[config.mk]
export PLATFORM = sky130hd
export DESIGN_NAME = vrrq_seq
export DESIGN_NICKNAME = d
export VERILOG_FILES = /design/src/rtl/vrrq_pkg.sv /design/src/rtl/vrrq_seq.sv
export SDC_FILE = /design/constraint.sdc
export NUM_CORES = 1
export LEC_CHECK = 0
export BUFFER_PORTS_ARGS = -buffer_cell sky130_fd_sc_hd__buf_4
export CAP_MARGIN = 10
export CORE_MARGIN = 1
export CORE_UTILIZATION = 50
export CTS_CLUSTER_DIAMETER = 50
export DETAILED_ROUTE_END_ITERATION = 10
export GPL_ROUTABILITY_DRIVEN = 0
export HOLD_SLACK_MARGIN = 0.03
export MAX_ROUTING_LAYER = met4
export PLACE_DENSITY_LB_ADDON = 0.05
export SLEW_MARGIN = 20
export SYNTH_ARGS = -nofsm -noshare
export SYNTH_HDL_FRONTEND = slang
export SYNTH_SLANG_ARGS = --single-unit
[constraint.sdc]
create_clock -name clk_i -period 18.59 [get_ports clk_i]
set_clock_uncertainty 0.15 [all_clocks]
set_input_delay 3.718 -clock clk_i [delete_from_list [all_inputs] [get_ports clk_i]]
set_output_delay 3.718 -clock clk_i [all_outputs]
set_load 0.05 [all_outputs]
[src/rtl/vrrq_pkg.sv]
`timescale 1ns / 1ps
// Shared types, codes and constants of the variable record ring queue.
package vrrq_pkg;

  localparam int unsigned DEF_QUEUE_BYTES       = 4096;
  localparam int unsigned DEF_MAX_CONTENT_BYTES = 2048;
  localparam int unsigned DEF_HEADER_BYTES      = 64;

  localparam int unsigned ALIGN_BYTES  = 8;
  localparam int unsigned ALIGN_SHIFT  = $clog2(ALIGN_BYTES);
  localparam int unsigned PREFIX_BYTES = 8;
  localparam int unsigned WORD_W       = 64;

  localparam logic [31:0] MAGIC_RECORD = 32'h4d53_4731;
  localparam logic [31:0] MAGIC_PAD    = 32'h5041_4431;

  localparam int unsigned OP_W     = 2;
  localparam int unsigned LEN_W    = 16;
  localparam int unsigned POS_W    = 12;
  localparam int unsigned STATUS_W = 3;
  localparam int unsigned RLEN_W   = 12;
  localparam int unsigned USEDO_W  = 13;
  localparam int unsigned CNTO_W   = 10;
  localparam int unsigned DIR_W    = 2;
  localparam int unsigned RECLEN_W = LEN_W + 2;

  typedef enum logic [OP_W-1:0] {
    OP_PUSH    = 2'd0,
    OP_POP     = 2'd1,
    OP_RELEASE = 2'd2
  } op_e;

  typedef enum logic [STATUS_W-1:0] {
    ST_OK      = 3'd0,
    ST_BIG     = 3'd1,
    ST_FULL    = 3'd2,
    ST_EMPTY   = 3'd3,
    ST_CORRUPT = 3'd4,
    ST_IGNORED = 3'd5
  } status_e;

  typedef enum logic [3:0] {
    S_IDLE,
    S_PUSH_CHK,
    S_PUSH_HDR0,
    S_PUSH_HDR1,
    S_REL_POST,
    S_SKIP,
    S_SKIP_RD,
    S_POP_RD1,
    S_RESP
  } state_e;

  typedef struct packed {
    status_e             status;
    logic [POS_W-1:0]    record_pos;
    logic [POS_W-1:0]    content_pos;
    logic [RLEN_W-1:0]   record_content_len;
    logic [USEDO_W-1:0]  used_bytes;
    logic [CNTO_W-1:0]   message_count;
  } res_t;

endpackage

[src/rtl/vrrq_seq.sv]
`timescale 1ns / 1ps
// Sequencer of the ring queue: offsets, counts, lease and ring memory accesses.
module vrrq_seq #(
  parameter int unsigned QUEUE_BYTES       = vrrq_pkg::DEF_QUEUE_BYTES,
  parameter int unsigned MAX_CONTENT_BYTES = vrrq_pkg::DEF_MAX_CONTENT_BYTES,
  parameter int unsigned HEADER_BYTES      = vrrq_pkg::DEF_HEADER_BYTES,
  localparam int unsigned OFF_W  = $clog2(QUEUE_BYTES),
  localparam int unsigned IDX_W  = OFF_W - vrrq_pkg::ALIGN_SHIFT
) (
  input  logic                          clk_i,
  input  logic                          rst_ni,
  input  logic                          dir_we_i,
  input  logic [vrrq_pkg::DIR_W-1:0]    dir_i,
  input  logic                          req_valid_i,
  output logic                          req_ready_o,
  input  logic [vrrq_pkg::OP_W-1:0]     req_op_i,
  input  logic [vrrq_pkg::LEN_W-1:0]    req_len_i,
  input  logic [vrrq_pkg::POS_W-1:0]    req_pos_i,
  output logic                          res_valid_o,
  input  logic                          res_ready_i,
  output vrrq_pkg::res_t                res_o,
  output logic                          mem_we_o,
  output logic                          mem_re_o,
  output logic [IDX_W-1:0]              mem_addr_o,
  output logic [vrrq_pkg::WORD_W-1:0]   mem_wdata_o,
  input  logic [vrrq_pkg::WORD_W-1:0]   mem_rdata_i
);

  localparam int unsigned USED_W     = $clog2(QUEUE_BYTES + 1);
  localparam int unsigned CNT_W      = OFF_W;
  localparam int unsigned RL_W       = vrrq_pkg::RECLEN_W;
  localparam int unsigned RING_DEPTH = QUEUE_BYTES / vrrq_pkg::ALIGN_BYTES;

  vrrq_pkg::state_e                state_q, state_d;
  logic [vrrq_pkg::OP_W-1:0]       op_q, op_d;
  logic [vrrq_pkg::LEN_W-1:0]      clen_q, clen_d;
  logic [RL_W-1:0]                 reclen_q, reclen_d;
  logic [OFF_W-1:0]                rd_q, rd_d;
  logic [OFF_W-1:0]                wr_q, wr_d;
  logic [USED_W-1:0]               used_q, used_d;
  logic [CNT_W-1:0]                cnt_q, cnt_d;
  logic                            lease_q, lease_d;
  logic [USED_W-1:0]               lease_len_q, lease_len_d;
  logic [OFF_W-1:0]                lease_off_q, lease_off_d;
  logic [vrrq_pkg::DIR_W-1:0]      dir_q, dir_d;
  logic [USED_W-1:0]               tl_q, tl_d;
  logic                            tl_bad_q, tl_bad_d;
  vrrq_pkg::status_e               st_q, st_d;
  logic [vrrq_pkg::POS_W-1:0]      recp_q, recp_d;
  logic [vrrq_pkg::POS_W-1:0]      conp_q, conp_d;
  logic [vrrq_pkg::RLEN_W-1:0]     rlen_q, rlen_d;

  logic [IDX_W-1:0]  rd_idx, rd_idx_nxt, wr_idx, wr_idx_nxt;
  logic [USED_W-1:0] tail_rd;
  logic [RL_W-1:0]   push_tail, push_need, push_free;
  logic              push_big, rel_match, do_clear;
  logic [31:0]       rd_magic, rd_tl;
  logic [OFF_W-1:0]  pop_conp;

  function automatic logic [OFF_W-1:0] adv(input logic [OFF_W-1:0] pos,
                                           input logic [USED_W-1:0] len);
    logic [USED_W:0] s;
    s = (USED_W + 1)'(pos) + (USED_W + 1)'(len);
    if (s >= (USED_W + 1)'(QUEUE_BYTES)) begin
      s = s - (USED_W + 1)'(QUEUE_BYTES);
    end
    return s[OFF_W-1:0];
  endfunction

  function automatic logic [IDX_W-1:0] idx_next(input logic [IDX_W-1:0] idx);
    return (idx == IDX_W'(RING_DEPTH - 1)) ? '0 : idx + 1'b1;
  endfunction

  assign rd_idx     = rd_q[OFF_W-1:vrrq_pkg::ALIGN_SHIFT];
  assign wr_idx     = wr_q[OFF_W-1:vrrq_pkg::ALIGN_SHIFT];
  assign rd_idx_nxt = idx_next(rd_idx);
  assign wr_idx_nxt = idx_next(wr_idx);
  assign tail_rd    = USED_W'(QUEUE_BYTES) - USED_W'(rd_q);
  assign rd_magic   = mem_rdata_i[31:0];
  assign rd_tl      = mem_rdata_i[63:32];
  assign pop_conp   = adv(rd_q, USED_W'(HEADER_BYTES));

  assign push_big  = (RL_W'(clen_q) > RL_W'(MAX_CONTENT_BYTES)) ||
                     (reclen_q > RL_W'(QUEUE_BYTES));
  assign push_tail = RL_W'(QUEUE_BYTES) - RL_W'(wr_q);
  assign push_need = (push_tail >= reclen_q) ? reclen_q : push_tail + reclen_q;
  assign push_free = (used_q <= USED_W'(QUEUE_BYTES)) ?
                     RL_W'(QUEUE_BYTES) - RL_W'(used_q) : '0;
  assign rel_match = ({{OFF_W{1'b0}}, req_pos_i} == {{vrrq_pkg::POS_W{1'b0}}, lease_off_q});

  always_comb begin
    state_d     = state_q;
    op_d        = op_q;
    clen_d      = clen_q;
    reclen_d    = reclen_q;
    rd_d        = rd_q;
    wr_d        = wr_q;
    used_d      = used_q;
    cnt_d       = cnt_q;
    lease_d     = lease_q;
    lease_len_d = lease_len_q;
    lease_off_d = lease_off_q;
    dir_d       = dir_we_i ? dir_i : dir_q;
    tl_d        = tl_q;
    tl_bad_d    = tl_bad_q;
    st_d        = st_q;
    recp_d      = recp_q;
    conp_d      = conp_q;
    rlen_d      = rlen_q;
    do_clear    = 1'b0;
    req_ready_o = 1'b0;
    res_valid_o = 1'b0;
    mem_we_o    = 1'b0;
    mem_re_o    = 1'b0;
    mem_addr_o  = rd_idx;
    mem_wdata_o = '0;

    case (state_q)
      vrrq_pkg::S_IDLE: begin
        req_ready_o = 1'b1;
        if (req_valid_i) begin
          op_d     = req_op_i;
          clen_d   = req_len_i;
          reclen_d = (RL_W'(HEADER_BYTES) + RL_W'(req_len_i) + RL_W'(vrrq_pkg::ALIGN_BYTES)) &
                     ~RL_W'(vrrq_pkg::ALIGN_BYTES - 1);
          st_d     = vrrq_pkg::ST_IGNORED;
          recp_d   = '0;
          conp_d   = '0;
          rlen_d   = '0;
          state_d  = vrrq_pkg::S_RESP;
          case (req_op_i)
            vrrq_pkg::OP_PUSH: begin
              state_d = vrrq_pkg::S_PUSH_CHK;
            end
            vrrq_pkg::OP_POP: begin
              if (cnt_q == '0 || lease_q) begin
                st_d = vrrq_pkg::ST_EMPTY;
              end else begin
                state_d = vrrq_pkg::S_SKIP;
              end
            end
            vrrq_pkg::OP_RELEASE: begin
              if (lease_q && rel_match) begin
                st_d        = vrrq_pkg::ST_OK;
                recp_d      = vrrq_pkg::POS_W'(rd_q);
                conp_d      = vrrq_pkg::POS_W'(lease_off_q);
                rd_d        = adv(rd_q, lease_len_q);
                used_d      = (lease_len_q <= used_q) ? used_q - lease_len_q : '0;
                cnt_d       = (cnt_q != '0) ? cnt_q - 1'b1 : cnt_q;
                lease_d     = 1'b0;
                lease_len_d = '0;
                lease_off_d = '0;
                state_d     = vrrq_pkg::S_REL_POST;
              end
            end
            default: begin
              st_d = vrrq_pkg::ST_IGNORED;
            end
          endcase
        end
      end

      vrrq_pkg::S_PUSH_CHK: begin
        state_d = vrrq_pkg::S_RESP;
        if (push_big) begin
          st_d = vrrq_pkg::ST_BIG;
        end else if (push_need > push_free) begin
          st_d = vrrq_pkg::ST_FULL;
        end else begin
          state_d = vrrq_pkg::S_PUSH_HDR0;
          if (push_tail < reclen_q) begin
            if (push_tail >= RL_W'(vrrq_pkg::PREFIX_BYTES)) begin
              mem_we_o    = 1'b1;
              mem_addr_o  = wr_idx;
              mem_wdata_o = {32'(push_tail), vrrq_pkg::MAGIC_PAD};
            end
            wr_d   = '0;
            used_d = used_q + USED_W'(push_tail);
          end
        end
      end

      vrrq_pkg::S_PUSH_HDR0: begin
        mem_we_o    = 1'b1;
        mem_addr_o  = wr_idx;
        mem_wdata_o = {32'(reclen_q), vrrq_pkg::MAGIC_RECORD};
        state_d     = vrrq_pkg::S_PUSH_HDR1;
      end

      vrrq_pkg::S_PUSH_HDR1: begin
        mem_we_o    = 1'b1;
        mem_addr_o  = wr_idx_nxt;
        mem_wdata_o = {32'(dir_q), 32'(clen_q)};
        st_d        = vrrq_pkg::ST_OK;
        recp_d      = vrrq_pkg::POS_W'(wr_q);
        conp_d      = vrrq_pkg::POS_W'(adv(wr_q, USED_W'(HEADER_BYTES)));
        rlen_d      = vrrq_pkg::RLEN_W'(clen_q);
        wr_d        = adv(wr_q, USED_W'(reclen_q));
        used_d      = used_q + USED_W'(reclen_q);
        cnt_d       = cnt_q + 1'b1;
        state_d     = vrrq_pkg::S_RESP;
      end

      vrrq_pkg::S_REL_POST: begin
        if (used_q == '0) begin
          rd_d    = '0;
          wr_d    = '0;
          state_d = vrrq_pkg::S_RESP;
        end else begin
          state_d = vrrq_pkg::S_SKIP;
        end
      end

      vrrq_pkg::S_SKIP: begin
        if (used_q == '0) begin
          state_d = vrrq_pkg::S_RESP;
          if (op_q == vrrq_pkg::OP_POP) begin
            do_clear = 1'b1;
          end
        end else if (tail_rd < USED_W'(vrrq_pkg::PREFIX_BYTES)) begin
          rd_d   = '0;
          used_d = (tail_rd <= used_q) ? used_q - tail_rd : '0;
        end else begin
          mem_re_o   = 1'b1;
          mem_addr_o = rd_idx;
          state_d    = vrrq_pkg::S_SKIP_RD;
        end
      end

      vrrq_pkg::S_SKIP_RD: begin
        if (rd_magic == vrrq_pkg::MAGIC_RECORD) begin
          if (op_q == vrrq_pkg::OP_POP) begin
            tl_bad_d   = (rd_tl == '0) || (rd_tl > 32'(used_q));
            tl_d       = USED_W'(rd_tl);
            mem_re_o   = 1'b1;
            mem_addr_o = rd_idx_nxt;
            state_d    = vrrq_pkg::S_POP_RD1;
          end else begin
            state_d = vrrq_pkg::S_RESP;
          end
        end else if (rd_magic == vrrq_pkg::MAGIC_PAD && rd_tl != '0 &&
                     rd_tl <= 32'(tail_rd) && rd_tl <= 32'(used_q)) begin
          rd_d    = adv(rd_q, USED_W'(rd_tl));
          used_d  = used_q - USED_W'(rd_tl);
          state_d = vrrq_pkg::S_SKIP;
        end else begin
          do_clear = 1'b1;
          state_d  = vrrq_pkg::S_RESP;
        end
      end

      vrrq_pkg::S_POP_RD1: begin
        state_d = vrrq_pkg::S_RESP;
        if (tl_bad_q || rd_magic > 32'(MAX_CONTENT_BYTES)) begin
          do_clear = 1'b1;
        end else begin
          st_d        = vrrq_pkg::ST_OK;
          recp_d      = vrrq_pkg::POS_W'(rd_q);
          conp_d      = vrrq_pkg::POS_W'(pop_conp);
          rlen_d      = vrrq_pkg::RLEN_W'(rd_magic);
          lease_d     = 1'b1;
          lease_len_d = tl_q;
          lease_off_d = pop_conp;
        end
      end

      vrrq_pkg::S_RESP: begin
        res_valid_o = 1'b1;
        if (res_ready_i) begin
          state_d = vrrq_pkg::S_IDLE;
        end
      end

      default: begin
        state_d = vrrq_pkg::S_IDLE;
      end
    endcase

    if (do_clear) begin
      rd_d        = '0;
      wr_d        = '0;
      used_d      = '0;
      cnt_d       = '0;
      lease_d     = 1'b0;
      lease_len_d = '0;
      lease_off_d = '0;
      st_d        = vrrq_pkg::ST_CORRUPT;
      recp_d      = '0;
      conp_d      = '0;
      rlen_d      = '0;
    end
  end

  always_ff @(posedge clk_i or negedge rst_ni) begin
    if (!rst_ni) begin
      state_q     <= vrrq_pkg::S_IDLE;
      rd_q        <= '0;
      wr_q        <= '0;
      used_q      <= '0;
      cnt_q       <= '0;
      lease_q     <= 1'b0;
      lease_len_q <= '0;
      lease_off_q <= '0;
      dir_q       <= vrrq_pkg::DIR_W'(1);
    end else begin
      state_q     <= state_d;
      rd_q        <= rd_d;
      wr_q        <= wr_d;
      used_q      <= used_d;
      cnt_q       <= cnt_d;
      lease_q     <= lease_d;
      lease_len_q <= lease_len_d;
      lease_off_q <= lease_off_d;
      dir_q       <= dir_d;
    end
  end

  always_ff @(posedge clk_i) begin
    op_q     <= op_d;
    clen_q   <= clen_d;
    reclen_q <= reclen_d;
    tl_q     <= tl_d;
    tl_bad_q <= tl_bad_d;
    st_q     <= st_d;
    recp_q   <= recp_d;
    conp_q   <= conp_d;
    rlen_q   <= rlen_d;
  end

  assign res_o.status             = st_q;
  assign res_o.record_pos         = recp_q;
  assign res_o.content_pos        = conp_q;
  assign res_o.record_content_len = rlen_q;
  assign res_o.used_bytes         = vrrq_pkg::USEDO_W'(used_q);
  assign res_o.message_count      = vrrq_pkg::CNTO_W'(cnt_q);

endmodule

==> results of run 1 <==
-- Yosys cell counts, types with 6 or more instances --
cell / n
a211oi_1: 38
edfxtp_1: 46
buf_1: 7
nor4_1: 25
inv_1: 97
nand2_1: 171
or2_2: 10
o21ai_0: 105
a21oi_1: 126
nand3_1: 40
a221oi_1: 8
or3_1: 16
nor3_1: 44
a21o_1: 24
o21a_1: 17
or4_1: 7
nand4_1: 19
o211ai_1: 7
a31oi_1: 10
o21bai_1: 15
xnor2_1: 88
and2_1: 18
ha_1: 155
nor3b_1: 8
o22ai_1: 6
a22o_1: 21
clkbuf_1: 61
a21boi_0: 9
mux2_2: 6
a222oi_1: 6
nor2_1: 125
nand2b_1: 25
buf_4: 39
dfxtp_1: 39
mux2i_1: 6
fa_1: 8
a22oi_1: 14
dfrtp_1: 77
nor2b_1: 19
and3_1: 21
buf_2: 9
o41ai_1: 14
o31ai_1: 23
xor2_1: 52
-- power by group --
part           total, mW  internal, mW  switching, mW
clock              0.375         0.194          0.182
combinational       1.88         0.698           1.18
sequential         0.605         0.470          0.135
total               2.86          1.36           1.49
-- how the worst max path moves through the flow --
stage / endpoint / slack, ps
2_1_floorplan: mem_addr_o[0] / 7650
3_3_place_gp: mem_addr_o[0] / 7420
3_5_place_dp: mem_addr_o[0] / 7210
4_1_cts: mem_addr_o[0] / 6710
5_1_grt: mem_addr_o[0] / 6110
6_report: mem_addr_o[0] / 6530
-- cells by family after synthesis --
logic type / count (synthesis) / share of synthesized area [%]
simple gates: 572 / 19.2
compound gates: 495 / 22.3
buf+inv: 215 / 6.62
fa+ha+maj: 168 / 14.5
flops: 163 / 27.8
xor+xnor: 142 / 8.60
mux: 12 / 0.863
other cells: 2 / 0.0508
-- sequential cells by signal, summed over array words and instances (netlist names), 13 cells and up --
| register | cells |
|---|---|
| clen_q | 16 |
| used_q | 13 |
| reclen_q | 14 |
| tl_q | 13 |
| lease_len_q | 13 |
-- worst max-delay path, delay by kind of cell (launching register included) --
family | cells | cell delay, ps
DFF | 1 | 520
adders and majority gates | 3 | 850
buffers and inverters | 4 | 1070
AOI/OAI and AO/OA | 7 | 1640
xor gates and xnor gates | 1 | 80
and+or+nand+nor | 11 | 3590
-- cells in the final DEF (no fill, tap or decap), types with 37 or more instances in the layout --
| cell | instances |
|---|---|
| nor2_1 | 125 |
| o21ai_0 | 105 |
| xor2_1 | 52 |
| nand2_1 | 171 |
| nand3_1 | 40 |
| nor3_1 | 44 |
| buf_4 | 235 |
| edfxtp_1 | 46 |
| a211oi_1 | 37 |
| dfxtp_1 | 39 |
| dfrtp_1 | 77 |
| inv_1 | 97 |
| ha_1 | 155 |
| a21oi_1 | 125 |
| xnor2_1 | 88 |
-- metrics by stage --
stage / setup slack [ps] / cells
detailed placement: 7210 / 2292
floorplan: 7650 / 1791
global placement: 7420 / 2292
global route: 6110 / 2324
CTS: 6710 / 2324
finish: 6530 / 2324
-- routing by layer --
metal  routed length (µm)  GRT usage [%]
met1                20900           42.5
met2                24000           55.7
met3                 3760           3.96
met4                 2490           16.0
met5                    0              -
-- final cells by class --
class,instances,area [µm²]
well taps,384,480
clock buffers,17,425
repair buffers,235,1760
flip-flops and latches,163,4120
clock inverters,15,183
fillers,2666,11800
multi-input cells,1413,9800
inverters,97,364
==> metrics.yaml, run 1 <==
power_and_ir_drop:
  power_mw: 2.86
  p_leak_nw: 7.57
  power_density_mw_per_mm2: 167
  ir_drop_v: 0.0000830
critical_path:
  cp_slowest_cell: "nor3_1"
  crit_path_start_kind: "flip-flop"
  reg2reg_to: "used_q[1]$_DFFE_PN0P_"
  cp.required_ps: 14720
  timing.rr.start: "wr_q[6]$_DFFE_PN0P_"
  crit_arrival_ps: 8190
  startpoint: "wr_q[6]$_DFFE_PN0P_"
  cp_slowest_stage_delay_ps: 830
  worstSetupPathType: "flip-flop to primary output"
  crit_fanout: 19
  rrSetupSlack_ps: 10930
  rr_worst_depth: 24
  endpoint_kind: "primary output"
sta:
  setup_viol: 0
  hold_viol: 0
  period_share_pct: 64.9
  fmax_mhz: 82.9
  fin_crit_ps: 12060
  worst_pin_slew_ps: 1050
  slew_headroom_pct: 29.4
  setup_tns_ps: 0
  timing.hold.ws_ps: 317
  slew_violations: 0
  rsz0062_at_grt: "false"
cells_and_area:
  drive_above_1_share_pct: 15.7
  final_core_util_pct: 59.2
  nNetsFinal: 2191
  final_cell_area_mm2: 0.0171
  diodes: 0
  area_growth_pct: 15.8
global_routing:
  grt_pass1_wl_um: 77800
  grt_max_degree: 75
  grt.overflow.total: 0
  grt_pass1_vias: 13600
  antenna_found_initial: 0
  grtUsageTotal_pct: 34.2
route:
  drt_iter0_markers: 1330
  detail_route.wl_per_cell_um: 22.0
  wl_um: 51100
  drtPass1Iterations: 10
  vias: 14400
  ant_nets: 0
  drcViolationCount: 0
  viasPerCell: 6.21
worst_hold_path:
  min_from: "tl_q[0]$_DFFE_PP_"
  min_to: "lease_len_q[0]$_DFFE_PN0P_"
  worstHoldPathCells: 1
  holdCritPathClass: "flip-flop to flip-flop"
placement:
  io_buffer_count: 216
  dp_hpwl_um: 38800
  dpl_cell_area_mm2: 0.0165
yosys:
  netlist_area_mm2: 0.0148
  syn_area_per_cell_um2: 8.36
  synth_ff_type: "dfrtp_1"
  yosysTopAreaCell: "ha_1"
  synth_cell_types: 86
  synth_top_area_share_pct: 13.1
  synth.area.top_cells: "ha_1 13%, dfrtp_1 13%, edfxtp_1 9.3%"
  ys_seq_elements: 163
  ys_seq_area_share_pct: 27.8
  postSynthCellCount: 1769
  synth_edf_count: 46
  synth-async-reset-ratio_pct: 47.9
  yosys_warnings: 0
floorplanning:
  fp-row-count: 62
  die_h_um: 174
  die_w_um: 174
  num_io_pins: 240
  core_mm2: 0.0289
  die-area_mm2: 0.0303
  start_util_pct: 51.1
clock_network:
  clock-sinks: 163
  cts_buffers: 17
  postCtsSetupRepairBufs: 0
  htreeDepth: 4
  root_buffer: "clkbuf_16"
  clkTransAtPathRegs_ps: 70
  clk_latency_ps: 450
  cts_tree: "built"
  cts.hold.buffers_added: 0
  ctsResizeCount: 0
  clock_path_buffers: 2
run_status:
  outcome: "complete, no violations"
run:
  cap_violations: 0
Note: power is estimated with default switching activity, not from simulation.
==> run 2, diff against run 1 <==
==> constraint.sdc (replaced) <==
create_clock -name clk_i -period 10.2 [get_ports clk_i]
set_clock_uncertainty 0.15 [all_clocks]
set_input_delay 2.04 -clock clk_i [delete_from_list [all_inputs] [get_ports clk_i]]
set_output_delay 2.04 -clock clk_i [all_outputs]
set_load 0.05 [all_outputs]
==> run 2 against run 1 <==
Effect of this change: die area stayed put; highest routed layer unchanged; clock-buffer cell count increased by 4; total power grew 83%; combinational power grew 83%; final cell count did not move; via count increased by 0.24%; critical path depth down 1; global-route usage rose by 0.24 points; clock power up 78%; sequential share of layout area about the same; first-iteration DRC count grew 19%.
==> metrics.yaml, run 2 (synthesis gave the netlist of run 1 again) <==
sta:
  period_share_pct: 95.6
  rsz0062_at_grt: "false"
  fmax_mhz: 103
  setup_tns_ps: 0  # unchanged
  fin_ws_ps: 452  # -6080 ps
  slew_violations: 0  # unchanged
  slew_headroom_pct: 31.4  # +2.0 points
  fin_crit_ps: 9750
  setup_viol: 0  # unchanged
  hold_viol: 0  # unchanged
  worst_pin_slew_ps: 1030  # -24.9 ps
route:
  drcViolationCount: 0  # unchanged
  viasPerCell: 6.23  # +0.24%
  drt_iter0_markers: 1578  # +19%
  wl_um: 51600  # +1.0%
  detail_route.wl_per_cell_um: 22.2  # +1.0%
  ant_nets: 0  # unchanged
  vias: 14500  # +0.24%
  drtPass1Iterations: 7  # -3
cells_and_area:
  drive_above_1_share_pct: 15.6  # -0.10 points
  final_core_util_pct: 59.1  # -0.10 points
  mostFrequentLayoutCells: "235 x buf_4, 171 x nand2_1, 155 x ha_1"
  area_growth_pct: 15.6
  diodes: 0  # unchanged
  reg_top3: "clen_q (16), reclen_q (14)"
  final_cell_area_mm2: 0.0171  # -0.18%
  layout_commonest_cell: "buf_4"
  nNetsFinal: 2191  # unchanged
  regMostFlops: "clen_q"
  largest_reg_flops: 16  # unchanged
global_routing:
  grt_pass1_wl_um: 78000  # +0.27%
  grt_max_degree: 75  # unchanged
  grt.overflow.total: 0  # unchanged
  grtUsageTotal_pct: 34.5  # +0.24 points
  grt_pass1_vias: 13500  # -0.72%
  antenna_found_initial: 0  # unchanged
critical_path:
  critPathBufInv: 3  # -1
  worstSetupPathType: "flip-flop to primary output"
  critPathTopFamily: "simple AND/OR/NAND/NOR gates"
  crit_fanout: 19  # unchanged
  endpoint_kind: "primary output"
  cp_slowest_stage_delay_ps: 620  # -210 ps
  crit_arrival_ps: 7560  # -630 ps
  cp_slowest_cell: "or3_1"
  crit_path_start_kind: "flip-flop"
  cp.required_ps: 8010  # -6710 ps
clock_network:
  clkTransAtPathRegs_ps: 80  # about the same
  cts_tree: "built"
  root_buffer: "clkbuf_16"
  clk_latency_ps: 450  # about the same
  clock-sinks: 163  # unchanged
  htreeDepth: 4  # unchanged
  postCtsSetupRepairBufs: 0  # unchanged
  cts.hold.buffers_added: 0  # unchanged
  cts_buffers: 17  # unchanged
  ctsResizeCount: 0  # unchanged
  clock_path_buffers: 2  # unchanged
power_and_ir_drop:
  power_density_mw_per_mm2: 305  # +83%
  ir_drop_v: 0.000154  # +85%
  p_leak_nw: 7.56  # -0.14%
placement:
  pre_cts_ws_ps: 1130  # -6080 ps
  io_buffer_count: 216  # unchanged
  dp_hpwl_um: 39200  # +1.0%
  dpl_cell_area_mm2: 0.0165  # unchanged
worst_hold_path:
  holdCritPathClass: "flip-flop to flip-flop"
floorplanning:
  die-area_mm2: 0.0303  # unchanged
  start_util_pct: 51.1  # unchanged
  fp-row-count: 62  # unchanged
  num_io_pins: 240  # unchanged
  core_mm2: 0.0289  # unchanged
  die_w_um: 174  # unchanged
  die_h_um: 174  # unchanged
run_status:
  outcome: "complete, no violations"
run:
  cap_violations: 0  # unchanged
-- run 2: cell count changes in the layout (fill, tap and decap cells not counted), moves of 2 or more --
cell | before | now
clkbuf_1 | 0 | 2
inv_8 | 2 | 4
clkinv_4 | 1 | 4
inv_6 | 5 | 3
clkinv_8 | 3 | 0
-- run 2: final cells by class --
type,count,area (µm²)
Sequential cell,163,4120
Multi-Input combinational cell,1413,9800
Tap cell,384,480
Clock buffer,21,472
Fill cell,2638,11800
Clock inverter,11,106
Inverter,97,364
Timing Repair Buffer,235,1760
-- run 2: through the flow --
stage	total power, mW	hold WS [ps]	cells
floorplan	3.57	293	1791
global placement	4.43	296	2292
detailed placement	4.48	301	2292
CTS	5.16	318	2324
global route	5.52	327	2324
finish	5.22	318	2324
-- run 2: final timing paths --
check | from | to | slack, ps | cells past startpoint
max in group asynchronous | rst_ni | lease_len_q[12]$_DFFE_PN0P_ | 7400 | 2
hold reg to reg | tl_q[9]$_DFFE_PP_ | lease_len_q[9]$_DFFE_PN0P_ | 320 | 1
setup reg to reg | wr_q[6]$_DFFE_PN0P_ | used_q[1]$_DFFE_PN0P_ | 2600 | 24
setup / recovery | wr_q[6]$_DFFE_PN0P_ | mem_addr_o[0] | 450 | 25
hold / removal | tl_q[9]$_DFFE_PP_ | lease_len_q[9]$_DFFE_PN0P_ | 320 | 1
min in group asynchronous | rst_ni | cnt_q[1]$_DFFE_PN0P_ | 1330 | 1
-- run 2: report_power, final --
part	switching [mW]	leakage [nW]	internal (mW)
sequential	0.254	1.81	0.857
clock	0.321	0.286	0.345
combinational	2.17	5.46	1.27
-- run 2: routing by layer --
layer / wire, µm / global-route usage (%) / up-vias
li1: - / - / 6701
met1: 20900 / 42.9 / 6876
met2: 24400 / 56.3 / 761
met3: 4220 / 4.51 / 129
met4: 2110 / 14.4 / 0
met5: 0 / - / -
